$ cat config.mk
export PLATFORM = sky130hd
export DESIGN_NAME = lc2k_ctrl
export DESIGN_NICKNAME = d
export VERILOG_FILES = /design/src/rtl/core/lc2k_pkg.sv /design/src/rtl/core/lc2k_ctrl.sv
export SDC_FILE = /design/constraint.sdc
export NUM_CORES = 1
export LEC_CHECK = 0
export BUFFER_PORTS_ARGS = -buffer_cell sky130_fd_sc_hd__buf_2
export CORE_AREA = 2 2 39 41
export CTS_BUF_LIST = sky130_fd_sc_hd__clkbuf_8
export CTS_CLUSTER_SIZE = 40
export DETAILED_ROUTE_END_ITERATION = 16
export DIE_AREA = 0 0 41 43
export PLACE_DENSITY = 0.51
export SLEW_MARGIN = 5
export SYNTH_ARGS = -nofsm -noshare
export SYNTH_HDL_FRONTEND = slang
export SYNTH_SLANG_ARGS = --single-unit
$ cat constraint.sdc
create_clock -name clk -period 1.3 [get_ports clk]
set_input_delay 0.39 -clock clk [delete_from_list [all_inputs] [get_ports clk]]
set_output_delay 0.39 -clock clk [all_outputs]
set_load 0.02 [all_outputs]
$ cat src/rtl/core/lc2k_pkg.sv
`timescale 1ns / 1ps
`default_nettype none

package lc2k_pkg;

  localparam int ADDR_BITS_DEF     = 16;
  localparam int NUM_REGISTERS_DEF = 8;

  localparam int WORD_W   = 32;
  localparam int OPC_W    = 3;
  localparam int OPC_LSB  = 22;
  localparam int REGA_LSB = 19;
  localparam int REGB_LSB = 16;
  localparam int DEST_LSB = 0;
  localparam int OFF_W    = 16;

  // opcodes
  localparam logic [OPC_W-1:0] OP_ADD  = 3'd0;
  localparam logic [OPC_W-1:0] OP_NAND = 3'd1;
  localparam logic [OPC_W-1:0] OP_LW   = 3'd2;
  localparam logic [OPC_W-1:0] OP_SW   = 3'd3;
  localparam logic [OPC_W-1:0] OP_BEQ  = 3'd4;
  localparam logic [OPC_W-1:0] OP_JALR = 3'd5;
  localparam logic [OPC_W-1:0] OP_HALT = 3'd6;
  localparam logic [OPC_W-1:0] OP_NOOP = 3'd7;

  // result status codes
  localparam logic [2:0] ST_LOADED   = 3'd0;
  localparam logic [2:0] ST_EXECUTED = 3'd1;
  localparam logic [2:0] ST_HALTED   = 3'd2;
  localparam logic [2:0] ST_PAST_END = 3'd3;
  localparam logic [2:0] ST_STOPPED  = 3'd4;

  // controller to datapath
  typedef struct packed {
    logic latch_in;
    logic do_load;
    logic do_stopped;
    logic do_past;
    logic fetch;
    logic decode;
    logic exec;
    logic mem_wb;
    logic out_load;
  } lc2k_cmd_t;

  // datapath to controller
  typedef struct packed {
    logic cmd_load;
    logic stopped;
    logic past_end;
    logic is_lw;
    logic out_free;
  } lc2k_sts_t;

endpackage

`default_nettype wire

$ cat src/rtl/core/lc2k_ctrl.sv
`timescale 1ns / 1ps
`default_nettype none

module lc2k_ctrl (
  input  wire logic              clk,
  input  wire logic              rst_n,
  input  wire logic              in_valid,
  output logic                   in_ready,
  input  wire lc2k_pkg::lc2k_sts_t sts,
  output lc2k_pkg::lc2k_cmd_t    cmd
);
  import lc2k_pkg::*;

  localparam logic [2:0] S_IDLE  = 3'd0;
  localparam logic [2:0] S_CHECK = 3'd1;
  localparam logic [2:0] S_FETCH = 3'd2;
  localparam logic [2:0] S_EXEC  = 3'd3;
  localparam logic [2:0] S_MEM   = 3'd4;
  localparam logic [2:0] S_OUT   = 3'd5;

  logic [2:0] state_r;
  logic [2:0] state_nxt;

  always_comb begin
    state_nxt = state_r;
    cmd       = '0;
    in_ready  = 1'b0;
    case (state_r)
      S_IDLE: begin
        in_ready     = 1'b1;
        cmd.latch_in = in_valid;
        if (in_valid) begin
          state_nxt = S_CHECK;
        end
      end
      S_CHECK: begin
        if (sts.cmd_load) begin
          cmd.do_load = 1'b1;
          state_nxt   = S_OUT;
        end else if (sts.stopped) begin
          cmd.do_stopped = 1'b1;
          state_nxt      = S_OUT;
        end else if (sts.past_end) begin
          cmd.do_past = 1'b1;
          state_nxt   = S_OUT;
        end else begin
          cmd.fetch = 1'b1;
          state_nxt = S_FETCH;
        end
      end
      S_FETCH: begin
        cmd.decode = 1'b1;
        state_nxt  = S_EXEC;
      end
      S_EXEC: begin
        cmd.exec  = 1'b1;
        state_nxt = sts.is_lw ? S_MEM : S_OUT;
      end
      S_MEM: begin
        cmd.mem_wb = 1'b1;
        state_nxt  = S_OUT;
      end
      S_OUT: begin
        if (sts.out_free) begin
          cmd.out_load = 1'b1;
          state_nxt    = S_IDLE;
        end
      end
      default: begin
        state_nxt = S_IDLE;
      end
    endcase
  end

  always_ff @(posedge clk) begin
    if (!rst_n) begin
      state_r <= S_IDLE;
    end else begin
      state_r <= state_nxt;
    end
  end

`ifndef NO_ASSERTIONS
  a_out_load_free: assert property (@(posedge clk) disable iff (!rst_n)
    cmd.out_load |-> sts.out_free)
    else $error("result loaded into an occupied output register");

  a_accept_check: assert property (@(posedge clk) disable iff (!rst_n)
    (in_valid && in_ready) |=> (state_r == S_CHECK))
    else $error("accepted transfer not followed by check");

  a_exec_next: assert property (@(posedge clk) disable iff (!rst_n)
    cmd.exec |=> (state_r == S_MEM || state_r == S_OUT))
    else $error("execute not followed by memory or output");

  a_check_onehot: assert property (@(posedge clk) disable iff (!rst_n)
    $onehot0({cmd.do_load, cmd.do_stopped, cmd.do_past, cmd.fetch}))
    else $error("more than one check outcome at once");
`endif

endmodule

`default_nettype wire

After elaboration in Yosys (flattened, before gate mapping)
Index checks and enable logic that the tools add are counted.
{"block": "classes", "mux": 21, "eq_ne": 7, "n_reduce_logical": 2}
{"operator": "$mux W3", "count": 6}
{"operator": "$pmux W3 S6", "count": 1}
{"operator": "$mux W1", "count": 12}
{"operator": "$eq A3 B2 Y1 const B", "count": 2}
{"operator": "$eq A3 B3 Y1 const B", "count": 2}
{"operator": "$mux W4", "count": 1}
{"operator": "$ne A2 B2 Y1 const B", "count": 2}
{"operator": "$eq A3 B1 Y1 const B", "count": 1}
{"operator": "$logic_not A3 Y1", "count": 1}
{"operator": "$mux W2", "count": 1}
{"operator": "$reduce_and A2 Y1", "count": 1}
{"block": "totals", "reg_bits": 3, "output_inout_bits": 10, "inputBits": 8, "word_cells": 31}

Logic depth before layout (Yosys ltp)
{"block": "depth", "word_depth": 4, "ltp_mapped": 4, "ltp_nobuf": 3}

Least setup slack after synthesis
OpenSTA, ideal clock, no wires.
{"block": "synth_path", "path_type": "register to output", "start": "reg state_r[0]", "end": "out cmd[6] in the netlist's numbering", "t_required_ns": 0.910, "arrival_ns": 1.228, "stages_incl_launch_ff": 5, "path_slack_ns": -0.318, "path_buffers": 1, "path_cell_list": "dfxtp_1 buf_4 nor2b_4 nand2_1 nor3b_1"}
{"element": "start, declared", "line": "lc2k_ctrl.sv:21", "source": "logic [2:0] state_r;"}
{"element": "start signal, assigned", "line": "lc2k_ctrl.sv:79", "source": "state_r <= state_nxt;"}
{"element": "end, declared", "line": "lc2k_ctrl.sv:10", "source": "output lc2k_pkg::lc2k_cmd_t cmd"}

==> impl.org <==
** Outcome
- Run status :: finished, violations left
- Failing checks :: negative setup slack

** Floorplanning
- 18 I/O pins were placed.
- The floorplan step defined a die boundary enclosing 0.00176 mm².
- Area of the placeable core :: 0.00138 mm²
- The die is 43 µm tall.
- The initial utilization of the core area, before any placement, comes to 0.205.
- After floorplanning, the core was divided into 14 placement rows.
- The die is 41 µm wide.

** Synth
- Fraction of the mapped netlist area in compound gates :: 0.181
- Largest area contributor in the netlist :: dfxtp_1
- In the synthesized netlist the dominant register cell turns out to be dfxtp_1.
- Portion of netlist area occupied by mux cells :: 0
- In this run, synthesis inferred 0 flip-flops with an integrated enable.
- Synthesis handed over a netlist of 35 instances.
- The commonest cells after synthesis are 4 x nor3_1, 3 x and3_1, 3 x dfxtp_1, 3 x nor3b_1.
- Combinational family with the most area after synthesis :: simple AND/OR/NAND/NOR gates
- Of the total synthesized cell area, the portion taken by XOR and XNOR cells is 0.
- Adder and majority gate portion of the synthesized area :: 0
- Synthesized flop and latch total :: 3
- Netlist Area Pre-Place :: 284 µm²
- The number of nets in the synthesized netlist is 43.
- A synthesized cell averages 8.11 µm².
- Simple-gate portion of the synthesized area :: 0.511
- Yosys synthesis warning count :: 0
- The share of synthesized area in the top cell type comes to 0.211.
- Ranked by total cell area, the synthesized netlist is headed by dfxtp_1 21%, nor3b_1 7.9%, nor3_1 7.0%.
- Fraction of registers with async set or reset after synthesis :: 0
- Part of the Yosys area used for sequential elements :: 0.211
- The synthesized netlist contains 21 unique library cells.
- In the post-synthesis netlist, the cell with the most instances is nor3_1.

** Timing
- Final Slew Violations :: 0
- Setup repair after global routing missed its margin :: true
- Final count of negative-setup-slack endpoints :: 10
- Derived from the worst setup path, the maximum achievable clock frequency is 651 MHz.
- The worst path in the final design needs a cycle of 1.54 ns, including I/O delays and setup.
- Slew at the pin with the worst max-slew slack :: 0.279 ns
- The number of hold violations in the final report was 0.
- Worst-case clock skew :: 0.00107 ns
- Dividing the final minimum period by the clock period gives 1.18.
- Worst setup slack after layout :: -0.236 ns
- On the final layout, the worst hold slack is 0.449 ns.
- Slew Limit Headroom :: 0.812
- Setup total negative slack :: -1.86 ns

** Cells and area
- Fraction of layout instances using a drive strength above 1 :: 0.750
- Total non-filler cell area in the finished layout :: 649 µm²
- Footprint of the flip-flops and latches :: 63.8 µm²
- N_diodes :: 0
- Filler instances :: 145
- Compared with the post-synthesis result, the final layout area differs by 129%.
- The multi-input combinational cells in the finished layout cover a total of 250 µm².
- In the final design database the tool counted 77 nets.
- state_r holds more flip-flops than any other register.
- After the flow finishes, the layout carries non-filler instances totaling 84.
- Max FFs per register :: 3
- Finished Core Util :: 0.469
- The largest registers in the layout are state_r x3.

** Setup path
- The kind of cell with the highest combined delay along the critical path is simple AND/OR/NAND/NOR gates.
- Crit. End Element :: output port
- Launch instance of the worst register-to-register path :: state_r[1]
- Traced cell by cell, the critical path runs through buf_12, nor3_4, and2_4, buf_6.
- CP startpoint kind :: flop
- Data arrival, critical path :: 1.15 ns
- In this run the worst path has a maximum fanout of 5.
- In this run the worst setup path terminates at cmd[8].
- Largest stage delay on the critical path :: 0.33 ns
- Worst setup path startpoint :: state_r[1]
- In this run the register-to-register setup slack is 0.17 ns.
- Reg2Reg Depth :: 5
- In this run the critical register-to-register path is captured at state_r[2].
- Count of buffer and inverter cells on the critical path :: 2
- On the critical path, the stage with the largest delay is an instance of dfxtp_2.
- The critical path crosses 4 cells after its start point.
- Critical Path RT :: 0.91 ns
- The critical path in this run is classified as reg -> out.

** Routing
- DRT iter0 DRCs :: 6
- Number of vias per cell :: 4.43
- Routed wirelength normalized by instance count :: 10.2 µm
- Sum of routed wire length over all layers :: 860 µm
- TritonRoute pass-1 iters :: 4
- Remaining design rule violation count :: 0
- The detail route stage leaves a number of antenna-violating nets equal to 0.
- Via count :: 372

** Pwr
- VDD IR-drop max :: 565 µV
- Static power due to leakage :: 0.311 nW
- For this design the ratio of total power to cell area is 1020 mW/mm².

** CTS
- Clk pin slew, worst setup/hold paths :: 0.03 ns
- Number of buffers inserted by hold repair at cts :: 0
- Clock tree from TritonCTS :: yes
- The tree is rooted in a clkbuf_8.
- Insertion delay to the later sink of the worst-skew pair :: 0.21 ns
- The longest clock path from root to sink contains 2 buffers.
- In this run the number of H-tree levels came out at 1.
- In this run, CTS created clock tree buffers numbering 3.
- Clk sink count :: 3

** Placed design
- The wire-length estimate of the detail-placed layout is 661 µm.
- The congestion estimate from routability-driven global placement came to 0.762.
- The count of buffers added on input and output ports is 17.
- Once placement completed, the tool counted placed cells totaling 78.
- In this run the cell area measured after placement is 520 µm².

** Global routing
- The number of global-route vias before repair is 373.
- Antenna violations before repair :: 0
- The first global-routing pass estimated 1400 µm of wire.
- Global route overflow :: 0
- Entering global routing, the biggest net connects 8 pins.
- Global-route usage over all layers :: 0.116

** Hold path
- The min-delay analysis places its worst path in the category in -> reg.

** Run
- Maximum capacitance violations :: 0
-- report_power, final --
part | switching, mW | leakage, nW | internal, mW
combinational | 0.142 | 0.258 | 0.159
sequential | 0.00723 | 0.0258 | 0.104
clock | 0.0528 | 0.0269 | 0.200
total | 0.202 | 0.311 | 0.463
-- placed cells by master, fill, tap and decap left out, drive strengths merged --
| cell | n |
|---|---|
| nor3 | 5 |
| nand2 | 2 |
| o21ai | 1 |
| o211ai | 1 |
| and2 | 1 |
| a22o | 1 |
| and3 | 3 |
| a221oi | 1 |
| a21oi | 2 |
| inv | 3 |
| nor2b | 2 |
| clkbuf | 3 |
| buf | 32 |
| nor3b | 3 |
| or3 | 1 |
| nand2b | 1 |
| dfxtp | 3 |
| nor2 | 2 |
| nor4b | 1 |
-- worst min path at each step --
stage,startpoint,to,slack [ns],depth (start not counted)
after floorplan,in_valid,state_r[0],0.53,2
after global placement,state_r[2],state_r[1],0.61,2
after detailed placement,state_r[2],state_r[1],0.59,2
after CTS,in_valid,state_r[0],0.45,3
after global routing,in_valid,state_r[0],0.46,3
final,in_valid,state_r[0],0.45,3
-- layout make-up --
cell class / instances / area share
inverters: 2 / 0.0116
repair buffers: 32 / 0.405
flip-flops and latches: 3 / 0.0983
multi-input cells: 27 / 0.385
clock inverters: 1 / 0.00578
clock buffers: 3 / 0.0636
well taps: 16 / 0.0308
-- cell families after synthesis --
| family | count (synthesis) |
|---|---|
| AND/OR/NAND/NOR | 21 |
| AO/OA/AOI/OAI | 6 |
| buffers and inverters | 5 |
| flip-flops | 3 |
-- metrics by stage --
step	power, mW	worst slack (ns)
2_1_floorplan	0.257	-0.140
3_3_place_gp	0.352	-0.202
3_5_place_dp	0.353	-0.203
4_1_cts	0.645	-0.252
5_1_grt	0.705	-0.297
6_report	0.665	-0.236
-- what timing repair did --
action	in CTS	in global routing
pin swaps	2	3
setup buffers	1	1
endpoints found under the setup margin	10	10
gates resized for setup	12	10
-- worst min-delay path, stage by stage --
cell and delay [ns]:
buf_2 0.10, inv_1 0.06, a221oi_2 0.06
-- layer usage --
layer  GRT usage  wire (µm)  vias to the layer above
li1            -          -                      190
met1       0.142        319                      166
met2       0.175        486                       16
met3      0.0471         54                        0
met4      0.0400          0                        0
met5           0          0                        -
Power figures use the tool's default switching activity.
